**src/sv/smt_pkg.sv**
```systemverilog
// ----------------------------------------------------------------------------
// smt_pkg
// Shared types and constants for the sorted multiset table.
// ----------------------------------------------------------------------------
`default_nettype none

package smt_pkg;

    localparam int Capacity   = 128;
    localparam int ValueWidth = 32;
    localparam int SlotWidth  = $clog2(Capacity + 1);
    localparam int IdxWidth   = $clog2(Capacity);

    typedef logic [SlotWidth-1:0]  t_slot;
    typedef logic [ValueWidth-1:0] t_value;

    localparam t_slot NilLink = t_slot'(Capacity);

    typedef enum logic [1:0] {
        ACT_INSERT = 2'd0,
        ACT_REMOVE = 2'd1,
        ACT_SEARCH = 2'd2,
        ACT_COUNT  = 2'd3
    } t_action;

    typedef struct packed {
        logic [1:0]  action;
        logic [31:0] value;
    } t_req;

    typedef struct packed {
        logic       found;
        logic [7:0] occurrences;
        logic [7:0] entries;
        logic       is_empty;
        logic       rejected;
    } t_rsp;

    // One link memory write: enable, address and data.
    typedef struct packed {
        logic                we;
        logic [IdxWidth-1:0] waddr;
        t_slot               wdata;
    } t_link_wr;

    function automatic logic live(input t_slot s);
        return s < NilLink;
    endfunction

endpackage

`default_nettype wire

```
**src/sv/smt_value_ram.sv**
```systemverilog
// ----------------------------------------------------------------------------
// smt_value_ram
// Element value memory: one write port, one registered read port.
// ----------------------------------------------------------------------------
`default_nettype none

module smt_value_ram (
    input  wire logic                         i_clk,
    input  wire logic [smt_pkg::IdxWidth-1:0] i_raddr,
    input  wire logic                         i_we,
    input  wire logic [smt_pkg::IdxWidth-1:0] i_waddr,
    input  wire smt_pkg::t_value              i_wdata,
    output      smt_pkg::t_value              o_rdata
);
    import smt_pkg::*;

    t_value r_mem [Capacity];

    // Write and registered read.
    always_ff @(posedge i_clk) begin
        if (i_we) begin
            r_mem[i_waddr] <= i_wdata;
        end
        o_rdata <= r_mem[i_raddr];
    end
endmodule

`default_nettype wire

```
**config.mk**
```make
export PLATFORM = sky130hd
export DESIGN_NAME = smt_value_ram
export DESIGN_NICKNAME = d
export VERILOG_FILES = /design/src/sv/smt_pkg.sv /design/src/sv/smt_value_ram.sv
export SDC_FILE = /design/constraint.sdc
export NUM_CORES = 2
export LEC_CHECK = 0
export BUFFER_PORTS_ARGS = -buffer_cell sky130_fd_sc_hd__buf_2
export CORE_MARGIN = 5
export CORE_UTILIZATION = 55
export CTS_CLUSTER_DIAMETER = 40
export CTS_CLUSTER_SIZE = 40
export DETAILED_ROUTE_END_ITERATION = 12
export PLACE_DENSITY = 0.71
export RECOVER_POWER = 25
export SYNTH_ARGS = -nofsm -noshare
export SYNTH_HDL_FRONTEND = slang
export SYNTH_SLANG_ARGS = --single-unit
export TNS_END_PERCENT = 1
```
**constraint.sdc**
```tcl
create_clock -name i_clk -period 7.2 [get_ports i_clk]
set_clock_uncertainty 0.05 [all_clocks]
set_input_delay 0.36 -clock i_clk [delete_from_list [all_inputs] [get_ports i_clk]]
set_output_delay 0.36 -clock i_clk [all_outputs]
set_load 0.005 [all_outputs]
```
==> Word level (Yosys, flattened, before mapping) <==
Memories as Yosys holds them, arrays and structs flattened. A register that Yosys moved wholly into a read port is not among the register bits.
Index checks and enable logic that the tools add are counted.
{ "word_totals": {"register_bits": 0, "mem_bits_rw": 4096, "inputBits": 48, "elab_cells": 3, "memories": 1} }
{ "memory_table": {"columns": ["memory", "words", "word_bits", "read_ports", "rd_clocked_by_memory_dff", "wr", "line", "text"], "rows": [
  ["r_mem", 128, 32, 1, 1, 1, "smt_value_ram.sv:17", "t_value r_mem [Capacity];"]
]} }
{ "classes": {"n_mux": 2} }
{ "op_table": {"columns": ["cell", "n"], "rows": [
  ["$mux 1", 2]
]} }

==> Logic depth before layout (Yosys ltp) <==
{ "logic_depth": {"ltp_word": 2, "ltp_mapped": 8, "mapped_depth_nobuf": 4} }

==> Least setup slack after synthesis <==
OpenSTA, ideal clock, no wires.
{ "synth_timing": {"path_type": "input to register", "startpoint": "input port i_we", "endpoint": "memory r_mem[98][0] (netlist name), enable pin", "setup_ps": 461, "arrival_time_ps": 3138, "required_ps": 6689, "path_slack_ps": 3551, "cell_stages": 3, "cell_sequence": "clkbuf_1 -> nand4_1 -> nor3_1"} }
{ "synth_between": {"elab_chain_cells": 2} }
{ "synth_rtl": {"columns": ["element", "line", "text"], "rows": [
  ["start, declared", "smt_value_ram.sv:10", "input wire logic i_we,"],
  ["$mux 1", "smt_value_ram.sv:21", "if (i_we) begin"],
  ["$mux 1 (not written as such)", "smt_value_ram.sv:22", "r_mem[i_waddr] <= i_wdata;"],
  ["end, declared", "smt_value_ram.sv:17", null]
]} }
No other way between the ends.

==> Worst setup path in the final report <==
{ "layout_timing": {"startpoint": "input port i_wdata[1]", "endpoint": "memory r_mem[33][1] (netlist name) (data pin)"} }
{ "layout_rtl": {"columns": ["element", "line", "text"], "rows": [
  ["start, declared", "smt_value_ram.sv:12", "input wire smt_pkg::t_value i_wdata,"]
]} }
Straight into the memory's write port.

==> flow_summary.yaml <==
status:
  outcome: "finished with violations"
  violations: "capacitance limit, slew limit"
drt:
  antenna_left: 0
  vias: 74240
  drc_errors: 0
  drt_first_iter_violations: 13024
  firstDrtPassIters: 8
  wl_per_cell_um: 40.0
  routed_wl_mm: 427
  vias_per_cell: 6.96
synth:
  synth_warnings: 0
  ys_ff_latch: 4128
  syn_inst: 5990
  synth-edff-count: 4096
  synth_area_um2: 156000
  synth_nets: 6038
  async_flop_share_pct: 0
  synth_cell_types: 17
  synth_seq_area_share_pct: 79.1
  avgSynthCellArea_um2: 26.1
  synth_ff_type: "edfxtp_1"
global_routing:
  grtUsageTotal_pct: 29.1
  grt_pass1_wl_mm: 591
  grt_max_degree: 139
  overflow: 0
  antenna_found_initial: 66
  grt_pass1_vias: 74286
power:
  ir_drop_uv: 210
  powerDensity_nw_per_um2: 300
  leakagePower_uw: 0.0554
sta:
  fin_setup_tns_ps: 0
  max-slew-margin-rel_pct: -148
  rsz0062_at_grt: "no"
  hold_viol: 0
  setup-violations-final: 0
  period_share_pct: 72.4
  slew_viol_final: 1944
  fmax_mhz: 192
  period_needed_ps: 5210
  whs_ps: 114
  worstMarginPinSlew_ps: 3730
clocking:
  clock_latency_ps: 950
  clock-sinks: 4128
  cts_setup_buffers: 0
  htreeDepth: 5
  cts_made_buffers: 464
  tritoncts: "yes"
  cts_buffer_depth: 4
  clk_pin_slew_ps: 60
  cts_root_buf: "clkbuf_16"
worst_setup_path:
  path_class: "in -> reg"
  required_ps: 7380
  path_cells: "clkbuf_1 > clkbuf_1"
  max_stage_delay_ps: 2570
  worstReg2RegEnd: "o_rdata[21]"
  rr_worst_depth: 4
  reg2reg_setup_slack_ps: 4370
  crit_path_max_fanout: 65
  path_buf_inv: 2
  endpoint_kind: "register"
  cpLargestDelayFamily: "buffers and inverters"
  cp_slowest_cell: "clkbuf_1"
  reg2reg_from: "r_mem[101][21]"
  cpMostUsedCell: "clkbuf_1"
  startpoint_type: "primary input"
  cp.arrival_ps: 5390
final_layout:
  final_nets: 6518
  multiInputGateArea_um2: 32200
  fin_util_pct: 63.6
  layout.cells.non_filler: 10667
  drive_above_1_share_pct: 37.3
  regArea_um2: 124000
  fillCellCount: 17588
  area.growth.synth_to_final_pct: 14.9
floorplanning:
  io_pins: 80
  die_w_um: 543
  initial_core_util_pct: 55.3
  coreArea_um2: 283000
  dieHeight_um: 543
  rows: 195
  dieArea_um2: 295000
worst_hold_path:
  hold_class: "in -> reg"
  min_path_cells: 3
  whs_endpoint: "o_rdata[22]"
  min_from: "i_raddr[6]"
job:
  drv_cap: 41
place:
  gp_congestion: 0.812
  placedCellCount: 9717
  portBuffers: 79
  hpwl_mm: 216
cell families after synthesis:
family	count (synthesis)	synth area share, %
DFF	4128	79.1
muxes	1376	19.6
buffers and inverters	316	0.839
and+or+nand+nor	170	0.446
state kept, by name, indices dropped and copies added (netlist names):
| name | flops |
|---|---|
| o_rdata | 32 |
| r_mem | 4096 |
worst max-delay path by stage:
stage               slack (ps)       start  cells past startpoint            to
floorplan                 3550        i_we                      3  r_mem[98][0]
global placement          2760  i_raddr[0]                      7   o_rdata[13]
CTS                       3670  i_raddr[0]                      7   o_rdata[24]
global route              1760  i_wdata[1]                      2  r_mem[33][1]
detailed placement        2670  i_raddr[0]                      7   o_rdata[13]
finish                    1990  i_wdata[1]                      2  r_mem[33][1]
power by group:
group | switching, uW | total (uW) | leakage [uW] | internal (uW)
registers | 129 | 26700 | 0.0371 | 26600
logic | 1560 | 2520 | 0.0105 | 959
clock network | 10200 | 24600 | 0.00782 | 14400
total | 11900 | 53800 | 0.0554 | 41900
per-stage QoR:
step / total power, uW / setup slack [ps] / instance area, um^2
after floorplan: 28400 / 3550 / 156000
after global placement: 29600 / 2760 / 163000
after detailed placement: 29700 / 2670 / 163000
after CTS: 54000 / 3670 / 180000
after global routing: 55200 / 1760 / 180000
final: 53800 / 1990 / 180000
layout make-up:
| type | count | area share, % |
|---|---|---|
| Tap cell | 3743 | 2.61 |
| Antenna cell | 53 | 0.0738 |
| Clock buffer | 506 | 6.69 |
| Timing Repair Buffer | 330 | 1.49 |
| Clock inverter | 361 | 2.36 |
| Sequential cell | 4128 | 68.8 |
| Multi-Input combinational cell | 1546 | 17.9 |
cells in the final DEF, fill, tap and decap left out:
cell type / count
clkinv_16: 6
clkinv_4: 59
clkinv_1: 31
or3_1: 1
nor2_1: 16
inv_6: 85
clkinv_8: 11
nor3_2: 7
inv_8: 18
clkbuf_8: 4
nand3_1: 9
nor2_4: 106
buf_6: 1
nand3_2: 3
nand2_2: 1
dfxtp_1: 32
buf_12: 28
nand4_1: 3
bufinv_16: 57
nor3_4: 2
buf_2: 37
diode_2: 53
clkbuf_1: 70
buf_4: 189
nand2b_1: 2
edfxtp_1: 4096
mux4_2: 1344
clkinv_2: 44
clkinvlp_4: 50
nor2b_1: 7
clkbuf_16: 474
nand2_1: 13
dlygate4sd3_1: 30
mux2_2: 32
buf_8: 3
what timing repair did:
item	in CTS	in global routing
gates resized for setup	0	0
hold endpoints to repair	1305	0
endpoints found under the setup margin	0	0
hold buffers	30	0
synthesized netlist by cell type (7+ instances only):
library cell,number,area share [%]
mux2_2,32,0.23
nand3_1,12,0.038
edfxtp_1,4096,79
buf_1,50,0.12
buf_2,79,0.25
dfxtp_1,32,0.41
nand2_1,14,0.034
nor2b_1,7,0.028
nor3_1,9,0.029
clkbuf_1,182,0.44
mux4_2,1344,19
nor2_1,122,0.29
metal layers:
layer | up-vias | part of all wire, % | track usage [%]
li1 | 27531 | - | -
met1 | 39648 | 35 | 40.9
met3 | 885 | 14 | 7.99
met2 | 6140 | 47 | 44.0
met4 | 36 | 4.6 | 12.2
met5 | - | 0.061 | 0
worst reg2reg max path: stages, from the launching register on:
cell	delay (ps)
edfxtp_1	370
mux4_2	480
mux4_2	680
mux4_2	790
mux2_2	370
(Power assumes the default switching activity.)
