<file path="config.mk">
export PLATFORM = sky130hd
export DESIGN_NAME = smt_link_ram
export DESIGN_NICKNAME = d
export VERILOG_FILES = /design/src/sv/smt_pkg.sv /design/src/sv/smt_link_ram.sv
export SDC_FILE = /design/constraint.sdc
export NUM_CORES = 1
export LEC_CHECK = 0
export ABC_AREA = 1
export BUFFER_PORTS_ARGS = -buffer_cell sky130_fd_sc_hd__buf_2
export CAP_MARGIN = 20
export CORE_UTILIZATION = 55
export DETAILED_ROUTE_END_ITERATION = 16
export HOLD_SLACK_MARGIN = 0.02
export PLACE_DENSITY = 0.76
export SLEW_MARGIN = 10
export SYNTH_ARGS = -nofsm -noshare
export SYNTH_HDL_FRONTEND = slang
export SYNTH_SLANG_ARGS = --single-unit
export TNS_END_PERCENT = 1
</file>
<file path="constraint.sdc">
create_clock -name i_clk -period 7.5 [get_ports i_clk]
set_clock_uncertainty 0.1 [all_clocks]
set_input_delay 1.5 -clock i_clk [delete_from_list [all_inputs] [get_ports i_clk]]
set_output_delay 1.5 -clock i_clk [all_outputs]
set_load 0.005 [all_outputs]
</file>
<file path="src/sv/smt_pkg.sv">
// ----------------------------------------------------------------------------
// smt_pkg
// Shared types and constants for the sorted multiset table.
// ----------------------------------------------------------------------------
`default_nettype none

package smt_pkg;

    localparam int Capacity   = 128;
    localparam int ValueWidth = 32;
    localparam int SlotWidth  = $clog2(Capacity + 1);
    localparam int IdxWidth   = $clog2(Capacity);

    typedef logic [SlotWidth-1:0]  t_slot;
    typedef logic [ValueWidth-1:0] t_value;

    localparam t_slot NilLink = t_slot'(Capacity);

    typedef enum logic [1:0] {
        ACT_INSERT = 2'd0,
        ACT_REMOVE = 2'd1,
        ACT_SEARCH = 2'd2,
        ACT_COUNT  = 2'd3
    } t_action;

    typedef struct packed {
        logic [1:0]  action;
        logic [31:0] value;
    } t_req;

    typedef struct packed {
        logic       found;
        logic [7:0] occurrences;
        logic [7:0] entries;
        logic       is_empty;
        logic       rejected;
    } t_rsp;

    // One link memory write: enable, address and data.
    typedef struct packed {
        logic                we;
        logic [IdxWidth-1:0] waddr;
        t_slot               wdata;
    } t_link_wr;

    function automatic logic live(input t_slot s);
        return s < NilLink;
    endfunction

endpackage

`default_nettype wire

</file>
<file path="src/sv/smt_link_ram.sv">
// ----------------------------------------------------------------------------
// smt_link_ram
// Link memory: one write port and one registered read port. A reset sweep
// loads the free chain (slot i points to i+1) for next links.
// ----------------------------------------------------------------------------
`default_nettype none

module smt_link_ram (
    input  wire logic                       i_clk,
    input  wire logic                       i_rst_n,
    input  wire logic                       i_init,
    input  wire logic [smt_pkg::IdxWidth-1:0] i_raddr,
    input  wire smt_pkg::t_link_wr          i_wr,
    output      smt_pkg::t_slot             o_rdata
);
    import smt_pkg::*;

    t_slot r_mem [Capacity];
    logic [IdxWidth-1:0] r_init_idx;

    // Write on init sweep or on request; read registered.
    always_ff @(posedge i_clk) begin
        if (i_init) begin
            r_mem[r_init_idx] <= t_slot'({1'b0, r_init_idx}) + t_slot'(1);
        end else if (i_wr.we) begin
            r_mem[i_wr.waddr] <= i_wr.wdata;
        end
        o_rdata <= r_mem[i_raddr];
    end

    // Advance the sweep address.
    always_ff @(posedge i_clk) begin
        if (!i_rst_n) begin
            r_init_idx <= '0;
        end else if (i_init) begin
            r_init_idx <= r_init_idx + 1'b1;
        end
    end
endmodule

`default_nettype wire

</file>
# Word level (Yosys, flattened, before mapping)
# Memory sizes are Yosys's and may differ from the RTL's. A register that Yosys moved wholly into a read port is not among the register bits.
# Cells that the tools add are included.
[totals]
register_bits = 7
ram_bits = 1024
in_bits = 26
out_inout_bits = 8
word_cells = 13
mem_count = 1
[classes]
addsub = 2
muxes = 8
reduce_logical = 1
[memory_table]
columns = ["memory", "depth", "width", "read_ports", "rd_ports_with_merged_regs", "wr", "line", "rtl"]
rows = [
  ["r_mem", 128, 8, 1, 1, 1, "smt_link_ram.sv:18", "t_slot r_mem [Capacity];"],
]
[op_table]
columns = ["operator", "n"]
rows = [
  ["7-bit by 1-bit adder with 8-bit output, second input constant", 1],
  ["8-bit 2-to-1 mux", 1],
  ["8-bit OR reduction", 1],
  ["7-bit by 1-bit adder with 7-bit output, second input constant", 1],
  ["7-bit 2-to-1 mux", 1],
  ["1-bit 2-to-1 mux", 6],
]

# Longest topological paths before layout
# Gate-level depths: netlist (run 1).
[depth]
depth_word = 5
depth_mapped = 14

# Least setup slack after synthesis (run 1)
# Ideal clock, no wire load.
[synth_path]
path_type = "input -> register"
startpoint = "input port i_wr[15] (netlist bit)"
endpoint = "memory r_mem[0][7] (netlist bit) (data pin)"
setup_time_ns = 0.550
t_arrival_ns = 3.625
t_required_ns = 6.850
setup_slack_ns = 3.225
path_stages = 4
n_path_buf = 0
path_cell_list = "inv_1 -> nor2_8 -> nor2_1 -> a32o_1"
[synth_via]
elab_chain_len = 5
[synth_rtl]
columns = ["element", "line", "rtl"]
rows = [
  ["start, declared", "smt_link_ram.sv:13", "input wire smt_pkg::t_link_wr i_wr,"],
  ["1-bit 2-to-1 mux", "smt_link_ram.sv:25", "end else if (i_wr.we) begin"],
  ["1-bit 2-to-1 mux", "smt_link_ram.sv:23", "if (i_init) begin"],
  ["1-bit 2-to-1 mux (not written as such)", "smt_link_ram.sv:26", "r_mem[i_wr.waddr] <= i_wr.wdata;"],
  ["8-bit OR reduction (no source line)", "-", ""],
  ["8-bit 2-to-1 mux (no source line)", "-", ""],
  ["end, declared", "smt_link_ram.sv:18", ""],
]
# No other way between the ends.

# Final worst setup path (run 1)
[layout_path]
startpoint = "input port i_wr[15] (netlist bit)"
endpoint = "memory r_mem[111][3] (netlist bit), enable pin"
[layout_via]
elab_chain_len = 5
[layout_rtl]
columns = ["element", "line"]
rows = [
  ["1-bit 2-to-1 mux (*)", "smt_link_ram.sv:25"],
  ["1-bit 2-to-1 mux (*)", "smt_link_ram.sv:23"],
  ["1-bit 2-to-1 mux (not written as such) (*)", "smt_link_ram.sv:26"],
  ["8-bit OR reduction (no source line)", "-"],
  ["7-bit 2-to-1 mux (no source line) / 1-bit 2-to-1 mux (equally long branches)", "-"],
]
# Mark *: on every way between the ends. The rest lies on a longest branch, timed or not.

==> flow_summary.yaml, run 1 <==
run_status:
  outcome: "finished clean"
routing:
  first_pass_iters: 8
  wl_per_cell_um: 21.9
  vias_per_cell: 5.94
  ant_nets: 0
  wl_um: 103000
  drc: 0
  vias: 28000
  drt-initial-drc-count: 3620
timing:
  finalHoldViolations: 0
  finalCriticalPeriod_ps: 4100
  hold_ws_ps: 461
  fin_tns_setup_ps: 0
  slew_headroom_pct: 22.1
  slew_viol_final: 0
  finalCritPeriodShare_pct: 54.6
  rsz0062_at_grt: "false"
  setup_viol: 0
  fmax_ghz: 0.244
  tightest_slew_ps: 1170
clocking:
  cts_inserted_buffers: 98
  clkSlewWorstSetupHoldPaths_ps: 60
  tritoncts: "done"
  post_cts_buffers: 0
  root_buffer: "clkbuf_16"
  clock_latency_ps: 660
  ctsHoldBuffers: 0
  numClockSinks: 1039
  clk_path_buf_depth: 3
  h-tree-depth: 3
  cts_resized: 0
floorplanning:
  placementRows: 101
  start_util_pct: 55.8
  die_width_um: 280
  io_pins: 34
  dieArea_mm2: 0.0782
  core_mm2: 0.0761
  dieHeight_um: 280
place:
  place_hpwl_um: 57100
  place_area_mm2: 0.0433
  numPortBuffers: 33
  gp_routability_congestion: 0.850
critical_path:
  rrSetupSlack_ps: 4330
  crit_type: "primary input to flip-flop"
  cp_max_fo: 19
  crit_path_start_kind: "primary input"
  crit_start: "i_wr[15]"
  ff2ff_path_depth: 7
  cpPeakStageDelay_ps: 780
  worstPathRequired_ps: 7660
  crit_arrival_ps: 4260
  crit_path_end: "r_mem[111][3]"
  crit_chain: "buf_2 > inv_1 > nor2_8 > inv_6 > nand2_1 > o21ai_2 > inv_1 > nor2_1 > nand2_1 > nor2_1"
  critPathCaptureType: "flip-flop"
  regToRegStartpoint: "r_init_idx[6]"
  slowest_stage: "nor2_1"
  rr_endpoint: "r_mem[35][2]"
logic_synthesis:
  synth_top_area_share_pct: 72.5
  ys_ff_latch: 1039
  synth_area_leaders: "edfxtp_1, nand3_1, nand2_1"
  synthCells: 3664
  synth.avg_cell_area_um2: 11.6
  synth_edf_count: 1024
  synthArstFlopShare_pct: 0
  yosysUniqueCellTypes: 26
  syn-num-nets: 3691
  yosysTopAreaCell: "edfxtp_1"
  yosysSeqAreaShare_pct: 73.2
  yosys_warnings: 0
  synthFlopType: "edfxtp_1"
  netlist_area_mm2: 0.0424
final_layout:
  layout-drive-gt1-share_pct: 6.38
  finalNetCount: 3628
  fill_cells: 5777
  fin_area_mm2: 0.0463
  area_growth_pct: 9.26
grt:
  grt_overflow: 0
  grt_pass1_vias: 26500
  grt_pass1_wl_um: 157000
  grt_use_total_pct: 26.5
  grt_max_degree: 181
  antenna_found_initial: 1
power_and_ir_drop:
  peakVddDrop_uv: 167
  power_density_mw_per_mm2: 263
  power_leakage_uw: 0.0164
hold_path:
  whs_path_depth: 2
  min_path_type: "flip-flop to flip-flop"
job:
  maxCapViolations: 0
## cells in the final DEF, fill, tap and decap left out, types with 2 or more instances in the layout
cell           n
edfxtp_1    1024
dfxtp_1       15
nor3_2         4
o21ai_4        2
o21ai_2        4
a21oi_1        5
nand2_4        6
buf_2         30
clkinvlp_4     3
nor3_1         5
clkinv_1      26
clkbuf_1      18
bufinv_16      7
inv_6          3
nand2_1     1234
inv_2          3
buf_12         5
clkbuf_16    100
clkinv_2      23
buf_4         32
nor2_1       144
xor2_1         5
inv_8          2
nand3_1      932
o21ai_0        6
inv_1         31
clkinv_4       2
## sequential cells by signal, summed over array words and instances (netlist names)
name and cells:
r_mem 1024, r_init_idx 7, o_rdata 8
## kinds of logic (layout without fill, tap and decap cells)
kind of cell	after synthesis	count (layout)	synth area share [%]
XOR/XNOR	6	6	0.124
AO/OA/AOI/OAI	19	19	0.330
AND/OR/NAND/NOR	2327	2327	23.5
buffers and inverters	272	290	2.85
flip-flops	1039	1039	73.2
adder cells (fa/ha/maj)	1	1	0.0295
other	0	1	0
## worst max-delay path, delay by kind of cell
family / cells / cell delay [ps]
buffers and inverters: 4 / 510
AND/OR/NAND/NOR: 5 / 2140
AO/OA/AOI/OAI: 1 / 100
## cell usage after synthesis, types with 5 or more instances
cell type	number
edfxtp_1	1024
dfxtp_1	15
buf_2	128
nand3_1	932
nor3_1	5
o21ai_0	6
a21oi_1	5
nand2_1	1240
inv_1	33
buf_1	24
clkbuf_1	77
xor2_1	5
nor2_1	144
## where the power goes
group	switching, µW	total (µW)	internal, µW
clock	2110	4790	2680
sequential	18.1	6520	6510
combinational	694	878	183
## stage by stage
step	power, µW	instances	worst slack, ps	util (%)
after detailed placement	7510	4531	2850	56.9
final	12200	4713	3400	60.9
after floorplan	7180	3664	3220	-
after global placement	7490	4531	2920	56.9
after CTS	12200	4712	3500	60.9
after global routing	12500	4712	3210	60.9
## worst min path at each step
stage / slack, ps / endpoint / startpoint
3_3_place_gp: 450 / r_init_idx[0] / r_init_idx[0]
5_1_grt: 500 / r_init_idx[0] / r_init_idx[0]
3_5_place_dp: 460 / r_init_idx[0] / r_init_idx[0]
4_1_cts: 470 / r_init_idx[0] / r_init_idx[0]
6_report: 460 / r_init_idx[0] / r_init_idx[0]
2_1_floorplan: 410 / r_init_idx[1] / r_init_idx[1]
## per-layer routing
metal	vias up	share of wire [%]	GRT usage [%]	wire length, µm
met4	2	3.9	11.0	4020
met1	13400	39	36.9	40200
met5	-	0.013	0	13
met2	1583	47	41.6	48300
met3	261	10	4.52	10800
li1	12700	-	-	-
## final cells by class
class	instances	area [µm²]	area share [%]
repair buffers	69	519	1.12
clock inverters	63	519	1.12
diodes	1	2.50	0.00540
multi-input cells	2353	10200	22.1
flip-flops and latches	1039	31000	67.0
well taps	1030	1290	2.78
inverters	40	173	0.373
clock buffers	118	2570	5.55
Note: power is estimated with default switching activity, not from simulation.
==> inputs of run 2 (changes only) <==
- ABC_AREA: 1 -> 0
- clock period: 7.5 -> 3.85 ns (I/O delays scaled with it)
==> run 2 against run 1 <==
Net effect: final cell count down 36%; combinational power grew 58%; utilization is 4.0 points higher; global-route usage increased by 0.20 points; sequential cell count did not move; critical path type unchanged; critical endpoint is now o_rdata[1]; largest cell class unchanged; largest power group unchanged.
==> flow_summary.yaml, run 2 <==
power_and_ir_drop:
  power_density_mw_per_mm2: 516
  clkPwrFrac_pct: 42.2
  combPwrFrac_pct: 5.8
  p_int_uw: 19200
  power.switching_uw: 4980
  netSwitchingFraction_pct: 20.6
  power_leakage_uw: 0.0150
  peakVddDrop_uv: 532
  p_seq_share_pct: 52.1
critical_path:
  ff2ff_path_depth: 6
  crit_arrival_ps: 3430
  rrSetupSlack_ps: 980
  crit_start: "i_raddr[0]"
  worstPathRequired_ps: 4280
  crit_type: "primary input to flip-flop"
  rr_endpoint: "r_mem[69][6]"
  critPathCaptureType: "flip-flop"
  cp_max_fo: 22
  regToRegStartpoint: "r_init_idx[0]"
  crit_path_start_kind: "primary input"
grt:
  met3_usage_pct: 4.57
  grt_pass1_wl_um: 141000
  grt_max_degree: 129
  antenna_found_initial: 6
  grt_overflow: 0
  use_met1_pct: 37.3
  use_met2_pct: 42.3
  grt_pass1_vias: 20300
  busiest_layer: "met2"
  grt_use_total_pct: 26.7
logic_synthesis:
  ys_ff_latch: 1039
  yosys_warnings: 0
  synth.avg_cell_area_um2: 23.4
  synth_area_leaders: "edfxtp_1, mux4_2, nor2_1"
  yosysSeqAreaShare_pct: 77.1
  synth_top_area_share_pct: 76.3
  yosysUniqueCellTypes: 30
  synthCells: 1720
  yosysTopAreaCell: "edfxtp_1"
  synth_most_common_cell: "edfxtp_1"
  synthArstFlopShare_pct: 0
  ys_top_cells_by_count: "edfxtp_1, mux4_2, nor2_1, clkbuf_1, nand2_1"
  syn-num-nets: 1747
  netlist_area_mm2: 0.0403
  synthFlopType: "edfxtp_1"
  synth_edf_count: 1024
timing:
  hold_ws_ps: 317
  finalCritPeriodShare_pct: 77.7
  tightest_slew_ps: 1110
  slew_headroom_pct: 25.8
  worst_slack_ps: 857
  finalCriticalPeriod_ps: 2990
  finalHoldViolations: 0
  slew_viol_final: 0
  setup_viol: 0
  rsz0062_at_grt: "false"
  fmax_ghz: 0.334
routing:
  drt-initial-drc-count: 2408
  first_pass_iters: 7
  vias: 20000
  vias_per_cell: 6.63
  drc: 0
  ant_nets: 0
  wl_um: 96600
  wl_per_cell_um: 32.1
hold_path:
  whs_path_depth: 2
  holdCritStartpoint: "i_rst_n"
  worstHoldEndpoint: "r_init_idx[0]"
  min_path_type: "primary input to flip-flop"
floorplanning:
  placementRows: 98
  dieHeight_um: 273
  die_width_um: 273
  io_pins: 34
  start_util_pct: 56.0
  dieArea_mm2: 0.0743
  core_mm2: 0.0720
final_layout:
  largest_register: "r_mem"
  largest_reg_flops: 1024
  final_cell_mix: "edfxtp_1, mux4_2, buf_4, nor2_1, clkbuf_16"
  reg_top3: "r_mem (1024), o_rdata (8), r_init_idx (7)"
  final_common_cell: "edfxtp_1"
  area_growth_pct: 16.1
  fill_cells: 4354
  layout-drive-gt1-share_pct: 36.9
  final_core_util_pct: 65.0
  finalNetCount: 2003
clocking:
  cts_resized: 0
  tritoncts: "done"
  numClockSinks: 1039
  ctsHoldBuffers: 0
  post_cts_buffers: 0
  clkSlewWorstSetupHoldPaths_ps: 60
  root_buffer: "clkbuf_16"
  cts_inserted_buffers: 97
  clock_latency_ps: 650
  h-tree-depth: 3
  clk_path_buf_depth: 3
job:
  maxCapViolations: 0
place:
  place_hpwl_um: 58000
  gp_routability_congestion: 0.882
  numPortBuffers: 33
  post-place-ws_ps: 207
run_status:
  outcome: "finished clean"
-- run 2: metrics by stage --
step	std cells	total power [µW]	TNS (ps)	instance area (µm²)
after floorplan	1720	13600	-210600	40300
after global placement	2827	14100	0	43400
after detailed placement	2827	14200	0	43400
after CTS	3007	24200	0	46800
after global routing	3007	24700	0	46800
final	3008	24100	0	46800
-- run 2: worst max-delay path: stages --
cell	delay, ps
buf_8	130
buf_12	230
buf_4	270
mux4_2	580
mux4_2	550
mux4_2	570
mux2_2	300
-- run 2: power by group through the flow --
stage                     Clock, µW  Combinational (µW)  Sequential, µW
final                         10200                1390           12600
after global routing          10700                1440           12600
after CTS                     10300                1390           12600
after detailed placement          0                1360           12800
after global placement            0                1330           12800
after floorplan                   0                 767           12800
-- run 2: layer usage --
metal	share of wire, %	up-vias
met2	49	1396
li1	-	7817
met3	10	232
met5	0.076	-
met1	37	10500
met4	4.3	10
-- run 2: layout make-up --
| type | instances | area (µm²) | share of cell area [%] |
|---|---|---|---|
| clock buffer | 124 | 2600 | 5.56 |
| sequential | 1039 | 31000 | 66.4 |
| multi-input combinational | 586 | 8910 | 19.1 |
| antenna | 1 | 2.50 | 0.00535 |
| inverter | 1 | 3.75 | 0.00803 |
| tap | 950 | 1190 | 2.54 |
| clock inverter | 56 | 798 | 1.71 |
| timing repair buffer | 251 | 2200 | 4.70 |
-- run 2: worst max path at each step --
stage                         endpoint  cells past startpoint
after detailed placement    o_rdata[5]                      7
after CTS                   o_rdata[1]                      7
final                       o_rdata[1]                      7
after floorplan            r_mem[0][4]                      5
after global placement      o_rdata[5]                      7
after global routing      r_mem[47][6]                      6
-- run 2: kinds of logic (layout without fill, tap and decap cells) --
kind of cell	Yosys count	in the layout	share of synthesized area, %
compound gates	18	18	0.258
xor+xnor	10	10	0.217
fa+ha+maj	1	1	0.0311
buf+inv	95	432	1.00
flops	1039	1039	77.1
mux	351	351	19.2
other cells	0	1	0
simple gates	206	206	2.23
