==> config.mk <==
export PLATFORM = sky130hd
export DESIGN_NAME = smt_ctrl_flat
export DESIGN_NICKNAME = d
export VERILOG_FILES = /design/src/sv/smt_pkg.sv /design/src/sv/smt_if.sv /design/src/sv/smt_ctrl.sv /design/src/flat_wrapper.sv
export SDC_FILE = /design/constraint.sdc
export NUM_CORES = 1
export LEC_CHECK = 0
export BUFFER_PORTS_ARGS = -buffer_cell sky130_fd_sc_hd__buf_2
export CORE_MARGIN = 4
export CORE_UTILIZATION = 45
export DETAILED_ROUTE_END_ITERATION = 10
export HOLD_SLACK_MARGIN = 0.03
export PLACE_DENSITY = 0.65
export SLEW_MARGIN = 10
export SYNTH_ARGS = -nofsm -noshare
export SYNTH_HDL_FRONTEND = slang
export SYNTH_SLANG_ARGS = --single-unit
==> constraint.sdc <==
create_clock -name i_clk -period 3.5 [get_ports i_clk]
set_input_delay 0.525 -clock i_clk [delete_from_list [all_inputs] [get_ports i_clk]]
set_output_delay 0.525 -clock i_clk [all_outputs]
set_load 0.05 [all_outputs]
==> src/sv/smt_pkg.sv <==
// ----------------------------------------------------------------------------
// smt_pkg
// Shared types and constants for the sorted multiset table.
// ----------------------------------------------------------------------------
`default_nettype none

package smt_pkg;

    localparam int Capacity   = 128;
    localparam int ValueWidth = 32;
    localparam int SlotWidth  = $clog2(Capacity + 1);
    localparam int IdxWidth   = $clog2(Capacity);

    typedef logic [SlotWidth-1:0]  t_slot;
    typedef logic [ValueWidth-1:0] t_value;

    localparam t_slot NilLink = t_slot'(Capacity);

    typedef enum logic [1:0] {
        ACT_INSERT = 2'd0,
        ACT_REMOVE = 2'd1,
        ACT_SEARCH = 2'd2,
        ACT_COUNT  = 2'd3
    } t_action;

    typedef struct packed {
        logic [1:0]  action;
        logic [31:0] value;
    } t_req;

    typedef struct packed {
        logic       found;
        logic [7:0] occurrences;
        logic [7:0] entries;
        logic       is_empty;
        logic       rejected;
    } t_rsp;

    // One link memory write: enable, address and data.
    typedef struct packed {
        logic                we;
        logic [IdxWidth-1:0] waddr;
        t_slot               wdata;
    } t_link_wr;

    function automatic logic live(input t_slot s);
        return s < NilLink;
    endfunction

endpackage

`default_nettype wire

==> src/sv/smt_if.sv <==
// ----------------------------------------------------------------------------
// smt_req_if / smt_rsp_if
// Valid/ready channels for request and result beats.
// ----------------------------------------------------------------------------
`default_nettype none

interface smt_req_if;
    import smt_pkg::*;
    logic        valid;
    logic        ready;
    logic [1:0]  action;
    logic [31:0] value;
    modport source (output valid, output action, output value, input ready);
    modport sink   (input valid, input action, input value, output ready);
endinterface

interface smt_rsp_if;
    logic       valid;
    logic       ready;
    logic       found;
    logic [7:0] occurrences;
    logic [7:0] entries;
    logic       is_empty;
    logic       rejected;
    modport source (output valid, output found, output occurrences, output entries,
                    output is_empty, output rejected, input ready);
    modport sink   (input valid, input found, input occurrences, input entries,
                    input is_empty, input rejected, output ready);
endinterface

`default_nettype wire

==> src/sv/smt_ctrl.sv <==
// ----------------------------------------------------------------------------
// smt_ctrl
// Sequencer: walks the list slot by slot, a read state then a compare state
// per slot, and relinks on insert and remove, then registers one result beat.
// ----------------------------------------------------------------------------
`default_nettype none

module smt_ctrl (
    input  wire logic                         i_clk,
    input  wire logic                         i_rst_n,
    smt_req_if.sink                           req,
    smt_rsp_if.source                         rsp,
    output      logic                         o_init,
    output      logic [smt_pkg::IdxWidth-1:0] o_val_raddr,
    output      logic                         o_val_we,
    output      logic [smt_pkg::IdxWidth-1:0] o_val_waddr,
    output      smt_pkg::t_value              o_val_wdata,
    input  wire smt_pkg::t_value              i_val_rdata,
    output      logic [smt_pkg::IdxWidth-1:0] o_nxt_raddr,
    output      smt_pkg::t_link_wr            o_nxt_wr,
    input  wire smt_pkg::t_slot               i_nxt_rdata,
    output      logic [smt_pkg::IdxWidth-1:0] o_prv_raddr,
    output      smt_pkg::t_link_wr            o_prv_wr,
    input  wire smt_pkg::t_slot               i_prv_rdata
);
    import smt_pkg::*;

    typedef enum logic [3:0] {
        S_INIT, S_IDLE, S_FREE_RD, S_FREE_WAIT, S_WALK_RD, S_WALK_CMP,
        S_LINK, S_RM_RD, S_RM_WAIT, S_RM_FIX, S_DONE
    } t_state;

    localparam int CntWidth = $clog2(Capacity + 1);

    t_state              r_state;
    logic [1:0]          r_act;
    t_value              r_val;
    t_slot               r_cur, r_new, r_head, r_tail, r_free, r_p, r_n;
    logic [CntWidth-1:0] r_count, r_occ, r_steps;
    logic [IdxWidth-1:0] r_init_idx;
    logic                r_hit, r_rej;
    logic                r_rsp_valid;
    t_rsp                r_rsp;

    logic ge_cur, eq_cur;
    t_value key_cur, key_req;
    logic rsp_load;

    // Compare stored and requested value as signed.
    assign key_cur = i_val_rdata ^ {1'b1, {(ValueWidth-1){1'b0}}};
    assign key_req = r_val ^ {1'b1, {(ValueWidth-1){1'b0}}};
    assign eq_cur  = key_cur == key_req;
    assign ge_cur  = key_cur > key_req;

    // Load the result register once the previous beat has left it.
    assign rsp_load = (r_state == S_DONE) && (!r_rsp_valid || rsp.ready);

    assign o_init      = r_state == S_INIT;
    assign req.ready   = r_state == S_IDLE;
    assign rsp.valid   = r_rsp_valid;
    assign rsp.found       = r_rsp.found;
    assign rsp.occurrences = r_rsp.occurrences;
    assign rsp.entries     = r_rsp.entries;
    assign rsp.is_empty    = r_rsp.is_empty;
    assign rsp.rejected    = r_rsp.rejected;

    // Memory reads follow the walk pointer; next-link reads r_free in idle.
    always_comb begin
        o_val_raddr = r_cur[IdxWidth-1:0];
        o_nxt_raddr = r_cur[IdxWidth-1:0];
        o_prv_raddr = r_cur[IdxWidth-1:0];
        if (r_state == S_IDLE || r_state == S_FREE_RD) begin
            o_nxt_raddr = r_free[IdxWidth-1:0];
        end
    end

    // Memory writes: the new value on insert, and the links for relinking.
    always_comb begin
        o_val_we    = 1'b0;
        o_val_waddr = r_free[IdxWidth-1:0];
        o_val_wdata = r_val;
        o_nxt_wr    = '0;
        o_prv_wr    = '0;
        case (r_state)
            S_FREE_WAIT: begin
                o_val_we = 1'b1;
            end
            S_LINK: begin
                // New slot points forward to the stop slot.
                o_nxt_wr = '{we: 1'b1, waddr: r_new[IdxWidth-1:0], wdata: r_cur};
                o_prv_wr = '{we: 1'b1, waddr: r_new[IdxWidth-1:0], wdata: r_p};
            end
            S_RM_FIX: begin
                o_nxt_wr = '{we: 1'b1, waddr: r_cur[IdxWidth-1:0], wdata: r_free};
                o_prv_wr = '{we: 1'b1, waddr: r_cur[IdxWidth-1:0], wdata: NilLink};
            end
            S_DONE: begin
                if (r_act == ACT_INSERT && !r_rej) begin
                    if (live(r_p)) begin
                        o_nxt_wr = '{we: 1'b1, waddr: r_p[IdxWidth-1:0], wdata: r_new};
                    end
                    if (live(r_cur)) begin
                        o_prv_wr = '{we: 1'b1, waddr: r_cur[IdxWidth-1:0], wdata: r_new};
                    end
                end else if (r_act == ACT_REMOVE && r_hit) begin
                    if (live(r_p)) begin
                        o_nxt_wr = '{we: 1'b1, waddr: r_p[IdxWidth-1:0], wdata: r_n};
                    end
                    if (live(r_n)) begin
                        o_prv_wr = '{we: 1'b1, waddr: r_n[IdxWidth-1:0], wdata: r_p};
                    end
                end
            end
            default: begin
            end
        endcase
    end

    // Hold state, pointers and the result register.
    always_ff @(posedge i_clk) begin
        if (!i_rst_n) begin
            r_state     <= S_INIT;
            r_head      <= NilLink;
            r_tail      <= NilLink;
            r_free      <= '0;
            r_count     <= '0;
            r_init_idx  <= '0;
            r_rsp_valid <= 1'b0;
        end else begin
            if (rsp_load) begin
                r_rsp_valid <= 1'b1;
            end else if (rsp.ready) begin
                r_rsp_valid <= 1'b0;
            end
            case (r_state)
                S_INIT: begin
                    r_init_idx <= r_init_idx + 1'b1;
                    if (r_init_idx == IdxWidth'(Capacity - 1)) begin
                        r_state <= S_IDLE;
                    end
                end
                S_IDLE: begin
                    if (req.valid) begin
                        r_act   <= req.action;
                        r_val   <= req.value;
                        r_cur   <= r_head;
                        r_p     <= r_tail;
                        r_occ   <= '0;
                        r_steps <= '0;
                        r_hit   <= 1'b0;
                        r_rej   <= 1'b0;
                        if (req.action == ACT_INSERT) begin
                            if (live(r_free)) begin
                                r_state <= S_FREE_WAIT;
                            end else begin
                                r_rej   <= 1'b1;
                                r_state <= S_DONE;
                            end
                        end else begin
                            r_state <= S_WALK_RD;
                        end
                    end
                end
                S_FREE_RD: begin
                    r_state <= S_FREE_WAIT;
                end
                S_FREE_WAIT: begin
                    // Pop free slot; next link already read.
                    r_new   <= r_free;
                    r_free  <= i_nxt_rdata;
                    r_state <= S_WALK_RD;
                end
                S_WALK_RD: begin
                    if (!live(r_cur) || r_steps == CntWidth'(Capacity)) begin
                        r_cur   <= NilLink;
                        r_p     <= r_tail;
                        r_state <= (r_act == ACT_INSERT) ? S_LINK : S_DONE;
                    end else begin
                        r_state <= S_WALK_CMP;
                    end
                end
                S_WALK_CMP: begin
                    r_steps <= r_steps + 1'b1;
                    case (r_act)
                        ACT_INSERT: begin
                            if (ge_cur) begin
                                r_p     <= i_prv_rdata;
                                r_state <= S_LINK;
                            end else begin
                                r_cur   <= i_nxt_rdata;
                                r_state <= S_WALK_RD;
                            end
                        end
                        ACT_COUNT: begin
                            if (ge_cur) begin
                                r_state <= S_DONE;
                            end else begin
                                if (eq_cur) begin
                                    r_occ <= r_occ + 1'b1;
                                    r_hit <= 1'b1;
                                end
                                r_cur   <= i_nxt_rdata;
                                r_state <= S_WALK_RD;
                            end
                        end
                        default: begin
                            if (eq_cur) begin
                                r_hit   <= 1'b1;
                                r_p     <= i_prv_rdata;
                                r_n     <= i_nxt_rdata;
                                r_state <= (r_act == ACT_REMOVE) ? S_RM_FIX : S_DONE;
                            end else if (ge_cur) begin
                                r_state <= S_DONE;
                            end else begin
                                r_cur   <= i_nxt_rdata;
                                r_state <= S_WALK_RD;
                            end
                        end
                    endcase
                end
                S_LINK: begin
                    if (!live(r_p)) begin
                        r_head <= r_new;
                    end
                    if (!live(r_cur)) begin
                        r_tail <= r_new;
                    end
                    r_count <= r_count + 1'b1;
                    r_hit   <= 1'b1;
                    r_state <= S_DONE;
                end
                S_RM_FIX: begin
                    if (!live(r_p)) begin
                        r_head <= r_n;
                    end
                    if (!live(r_n)) begin
                        r_tail <= r_p;
                    end
                    r_free  <= r_cur;
                    r_count <= r_count - 1'b1;
                    r_state <= S_DONE;
                end
                S_DONE: begin
                    // Hold here while the previous beat still waits.
                    if (rsp_load) begin
                        r_rsp.found       <= r_hit;
                        r_rsp.occurrences <= 8'(r_occ);
                        r_rsp.entries     <= 8'(r_count);
                        r_rsp.is_empty    <= r_count == '0;
                        r_rsp.rejected    <= r_rej;
                        r_state           <= S_IDLE;
                    end
                end
                default: begin
                    r_state <= S_IDLE;
                end
            endcase
        end
    end
endmodule

`default_nettype wire

==> src/flat_wrapper.sv <==
// flat-port wrapper written by rule: the top's interface ports become plain ports
module smt_ctrl_flat import smt_pkg::*;
  (i_clk, i_rst_n, o_init, o_val_raddr, o_val_we, o_val_waddr, o_val_wdata, i_val_rdata, o_nxt_raddr, o_nxt_wr, i_nxt_rdata, o_prv_raddr, o_prv_wr, i_prv_rdata, req_valid, req_action, req_value, req_ready, rsp_valid, rsp_found, rsp_occurrences, rsp_entries, rsp_is_empty, rsp_rejected, rsp_ready);
  smt_req_if req_i ();
  smt_rsp_if rsp_i ();
  input  wire logic i_clk;
  input  wire logic i_rst_n;
  output      logic o_init;
  output      logic [smt_pkg::IdxWidth-1:0] o_val_raddr;
  output      logic o_val_we;
  output      logic [smt_pkg::IdxWidth-1:0] o_val_waddr;
  output      smt_pkg::t_value o_val_wdata;
  input  wire smt_pkg::t_value i_val_rdata;
  output      logic [smt_pkg::IdxWidth-1:0] o_nxt_raddr;
  output      smt_pkg::t_link_wr o_nxt_wr;
  input  wire smt_pkg::t_slot i_nxt_rdata;
  output      logic [smt_pkg::IdxWidth-1:0] o_prv_raddr;
  output      smt_pkg::t_link_wr o_prv_wr;
  input  wire smt_pkg::t_slot i_prv_rdata;
  input wire logic [$bits(req_i.valid)-1:0] req_valid;
  input wire logic [$bits(req_i.action)-1:0] req_action;
  input wire logic [$bits(req_i.value)-1:0] req_value;
  output wire logic [$bits(req_i.ready)-1:0] req_ready;
  output wire logic [$bits(rsp_i.valid)-1:0] rsp_valid;
  output wire logic [$bits(rsp_i.found)-1:0] rsp_found;
  output wire logic [$bits(rsp_i.occurrences)-1:0] rsp_occurrences;
  output wire logic [$bits(rsp_i.entries)-1:0] rsp_entries;
  output wire logic [$bits(rsp_i.is_empty)-1:0] rsp_is_empty;
  output wire logic [$bits(rsp_i.rejected)-1:0] rsp_rejected;
  input wire logic [$bits(rsp_i.ready)-1:0] rsp_ready;
  assign req_i.valid = req_valid;
  assign req_i.action = req_action;
  assign req_i.value = req_value;
  assign req_ready = req_i.ready;
  assign rsp_valid = rsp_i.valid;
  assign rsp_found = rsp_i.found;
  assign rsp_occurrences = rsp_i.occurrences;
  assign rsp_entries = rsp_i.entries;
  assign rsp_is_empty = rsp_i.is_empty;
  assign rsp_rejected = rsp_i.rejected;
  assign rsp_i.ready = rsp_ready;
  smt_ctrl u_core (.i_clk(i_clk), .i_rst_n(i_rst_n), .req(req_i), .rsp(rsp_i), .o_init(o_init), .o_val_raddr(o_val_raddr), .o_val_we(o_val_we), .o_val_waddr(o_val_waddr), .o_val_wdata(o_val_wdata), .i_val_rdata(i_val_rdata), .o_nxt_raddr(o_nxt_raddr), .o_nxt_wr(o_nxt_wr), .i_nxt_rdata(i_nxt_rdata), .o_prv_raddr(o_prv_raddr), .o_prv_wr(o_prv_wr), .i_prv_rdata(i_prv_rdata));
endmodule
# Word level (Yosys, flattened, before mapping)
# Cells that the tools add are included.
# Widths: inputs -> output; s select.
# word_totals
output_inout_bits,115
register_bits,147
memories,0
mem_bits_rw,0
wordCells,157
input_bits,86
latchBits,0
rom_bits,0
# classes
bitwise,3
n_shift,0
n_lt_le_gt_ge,5
n_div,0
eq_ne,30
mux,59
mul,0
addsub,5
n_reduce_logical,33
# ops
op,n
$mux 8,17
$mux 16,8
$pmux 8 s2,7
$pmux 16 s3,2
$pmux 8 s3,2
$mux 4,9
$eq 32x32->1,1
$gt 32x32->1,1
$lt 8x8->1 const B,4
$pmux 4 s8,1
$add 8x1->8 const B,3
$reduce_and 3->1,6
$ne 2x2->1 const B,8
$eq 4x3->1 const B,3
$ne 2x1->1 const B,5
$reduce_and 5->1,2
$eq 4x2->1 const B,2
$eq 4x4->1 const B,2
$eq 8x8->1 const B,1
$logic_not 8->1,1
$pmux 4 s2,1
$reduce_bool 2->1,4
$sub 8x1->8 const B,1
$add 7x1->7 const B,1
24 further kinds,43

# Depth between registers and ports, before layout
# logic_depth
ltp_word,6
mapped_depth,14
depth_no_buf,10

# Least setup slack after synthesis
# Ideal clock, no wire load.
# synth_timing
path_kind,flip-flop to flip-flop
from,reg u_core.r_state[0]
to,"reg u_core.r_val[0], in the netlist u_core.o_val_wdata[0] (enable)"
synth_period_minus_slack_ps,3912
path_slack_ps,-412
arrival_ps,3485
path_stages_with_launch,6
required_time_ps,3073
path_buffers,1
setup_ps,427
path_cell_list,dfxtp_1 -> buf_2 -> inv_4 -> nor4_2 -> nand2_1 -> nor2_1
# synth_between
elab_chain_len,2
# synth_rtl
item,line,text
start: declaration,smt_ctrl.sv:35,t_state r_state;
start signal: assignment,smt_ctrl.sv:177,r_state <= (r_act == ACT_INSERT) ? S_LINK : S_DONE;
start signal: assignment,smt_ctrl.sv:211,r_state <= (r_act == ACT_REMOVE) ? S_RM_FIX : S_DONE;
$eq 4x1->1,-,
via req_ready,flat_wrapper.sv:23,output wire logic [$bits(req_i.ready)-1:0] req_ready;
$reduce_and 3->1 (no line),-,
end signal: assignment,smt_ctrl.sv:145,r_val <= req.value;
end: declaration,smt_ctrl.sv:37,t_value r_val;
# The timed path passes the listed nets, and every way through them passes these cells.
# A chain may end at the register's enable or synchronous reset.

==> flow_summary.ini <==
[yosys]
synth-simple-area-share = 0.157
syn_nets = 890
synth_warnings = 0
syn_area_per_cell_um2 = 10.5
synth-xor-area-share = 0.0231
synthCells = 758
synth_top_flop_cell = edfxtp_1
yosys.cell_count.top_type = edfxtp_1
synth_area_leader_cell = edfxtp_1
synth_top_cells_by_area = edfxtp_1 (39%), dfxtp_1 (11%), ha_1 (7.1%)
synth-compound-area-share = 0.165
synthMuxAreaShare = 0.0164
ys_top_cells_by_count = edfxtp_1 (103), nand2_1 (95), inv_1 (49)
synth_top_family_by_area = compound AO/OA/AOI/OAI gates
ys_async_sr_fraction = 0
synth_cell_types = 71
synth_seq_cells = 147
synth_edf_count = 103
syn-cell-area_mm2 = 0.00795
seq_area_frac_synth = 0.500
synth-adder-area-share = 0.0734
synth_top_area_share = 0.389

[drt]
drc = 0
drt-met1-wl_mm = 9.05
drt_iter0_markers = 579
drtAntennaViolNets = 0
drtPass1Iterations = 5
wl_met2_mm = 9.38
routed_wl_mm = 20.4
vias = 6439
wl_per_cell_um = 17.3
highest_layer = met4
viasPerCell = 5.46
routed-wl-met3_mm = 1.33

[critical_path]
worstPathArrival_ns = 2.73
worstPathMaxFanout = 11
slowest_delay_ns = 0.44
start_kind = register
slowest_stage = or2_2
critPathCaptureType = primary output
r2r_setup_slack_ns = 0.56
rr_worst_depth = 10
worst-setup-path-type = register to primary output
crit_chain = buf_4 > nor2b_1 > nand3_2 > or2_2 > a21oi_4 > a221o_1 > buf_2
worstPathRequired_ns = 2.97

[sta]
finalClockSkew_ns = 0.00715
hold_violations = 0
finalSetupTns_ns = 0
setup_slack_ns = 0.242
setup_viol = 0
clock.fmax_ghz = 0.307
period_needed_ns = 3.26
min_period_over_period = 0.931
report.final.slew_viol_count = 0
worst_pin_slew_ns = 1.00
rsz0062_at_grt = false
slew_headroom = 0.327

[global_route]
grt_overflow = 0
grt_usage = 0.208
grt_pass1_vias = 6474
grt_pass1_wl_mm = 33.2
antenna_found_initial = 0
grt_start_max_net_pins = 41

[place]
dpl.hpwl_mm = 15.3
place_ws_ns = 0.509
port-buffer-count = 200
place.gp.congestion = 0.931
placedCellCount = 1148

[die]
io-pin-count = 201
initial_core_util = 0.460
die_area_mm2 = 0.0199
die_h_um = 141
row_count = 48
die_w_um = 141
fp.coreArea_mm2 = 0.0173

[layout]
num-fill-cells = 1538
nNetsFinal = 1074
area_growth_pct = 20.9
layoutNonFillerInstCount = 1180
drive_above_1_share = 0.296
diodes = 0
regArea_mm2 = 0.00397
multi_input_area_mm2 = 0.00348

[power_and_ir_drop]
ir_drop_mv = 0.338
p_leak_nw = 4.24
finalPower_mw = 3.59
power_density_mw_per_mm2 = 373

[clock_tree]
cts_inserted_buffers = 17
clk_latency_ns = 0.41
cts_hold_buf = 0
cts_tree = built
clk_pin_slew_ns = 0.06
clock-sinks = 147
cts_setup_buffers = 0
clock-root-buffer = clkbuf_16
clockBufferDepth = 2
htree_levels = 4

[status]
status = finished, final reports clean

[run]
cap_violations = 0

[worst_hold_path]
worstHoldPathType = input pin to register
whs_path_depth = 1
## flip-flops by register name, indices dropped and copies added, names as in the netlist
register                cells
u_core.r_state              4
u_core.r_n                  8
u_core.r_init_idx           7
u_core.r_hit                1
u_core.r_act                2
u_core.r_steps              8
u_core.rsp.occurrences      8
u_core.r_rej                1
u_core.o_val_wdata         32
u_core.r_occ                8
u_core.r_p                  8
u_core.rsp.found            1
u_core.r_free               8
u_core.r_head               8
u_core.rsp.valid            1
u_core.r_new                8
u_core.rsp.is_empty         1
u_core.r_count              8
u_core.r_cur                8
u_core.r_tail               8
u_core.rsp.entries          8
u_core.rsp.rejected         1
## final cells by class
class | instances | share of cell area
Clock buffer | 20 | 0.0454
Clock inverter | 12 | 0.00833
Inverter | 51 | 0.0202
Multi-Input combinational cell | 504 | 0.363
Sequential cell | 147 | 0.414
Tap cell | 225 | 0.0293
Timing Repair Buffer | 221 | 0.121
## metal layers
metal / vias up / global-route usage
li1: 3120 / -
met1: 3005 / 0.282
met2: 271 / 0.330
met3: 43 / 0.0400
met4: 0 / 0.0857
met5: - / 0
## kinds of logic after synthesis
kind of cell / after synthesis
AND/OR/NAND/NOR: 243
XOR/XNOR: 21
multiplexers: 12
AO/OA/AOI/OAI: 182
flip-flops: 147
adder cells (fa/ha/maj): 46
buffers and inverters: 107
## what timing repair did
action                     in CTS  in global routing
hold endpoints to repair        0                  0
setup endpoints to repair       0                  3
gates resized for setup         0                  2
## cells in the final DEF (no fill, tap or decap), types with 19 or more instances in the layout
cell	instances
inv_1	49
nand3_1	21
and2_1	19
nand2_1	95
o21ai_0	37
nor2_1	36
buf_2	200
edfxtp_1	103
ha_1	44
dfxtp_1	44
a21oi_1	33
buf_4	21
## path summary, 6_finish.rpt
path,startpoint,endpoint
max reg2reg,u_core.r_state[1],u_core.r_count[7]
min,req_value[14],u_core.o_val_wdata[14]
min reg2reg,u_core.r_occ[7],u_core.rsp.occurrences[7]
max,u_core.r_state[1],o_nxt_wr[8]
## critical path, delay by kind of cell (launching register included)
kind	cells	cell delay (ns)
compound gates	2	0.55
flops	1	0.34
simple gates	3	0.94
buf+inv	2	0.46
## stage by stage
| step | hold slack, ns | instance area, um2 | utilization |
|---|---|---|---|
| 5_1_grt | 0.268 | 9610 | 0.556 |
| 2_1_floorplan | 0.441 | 7950 | - |
| 4_1_cts | 0.268 | 9600 | 0.555 |
| 3_3_place_gp | 0.457 | 9080 | 0.525 |
| 6_report | 0.282 | 9610 | 0.556 |
| 3_5_place_dp | 0.458 | 9080 | 0.525 |
## power by group
| group | internal (mW) | leakage (nW) | total [mW] | switching (mW) |
|---|---|---|---|---|
| sequential | 1.85 | 1.29 | 1.85 | 0.00327 |
| clock | 0.909 | 0.266 | 1.62 | 0.713 |
| combinational | 0.0590 | 2.68 | 0.114 | 0.0546 |
Note: power is estimated with default switching activity, not from simulation.
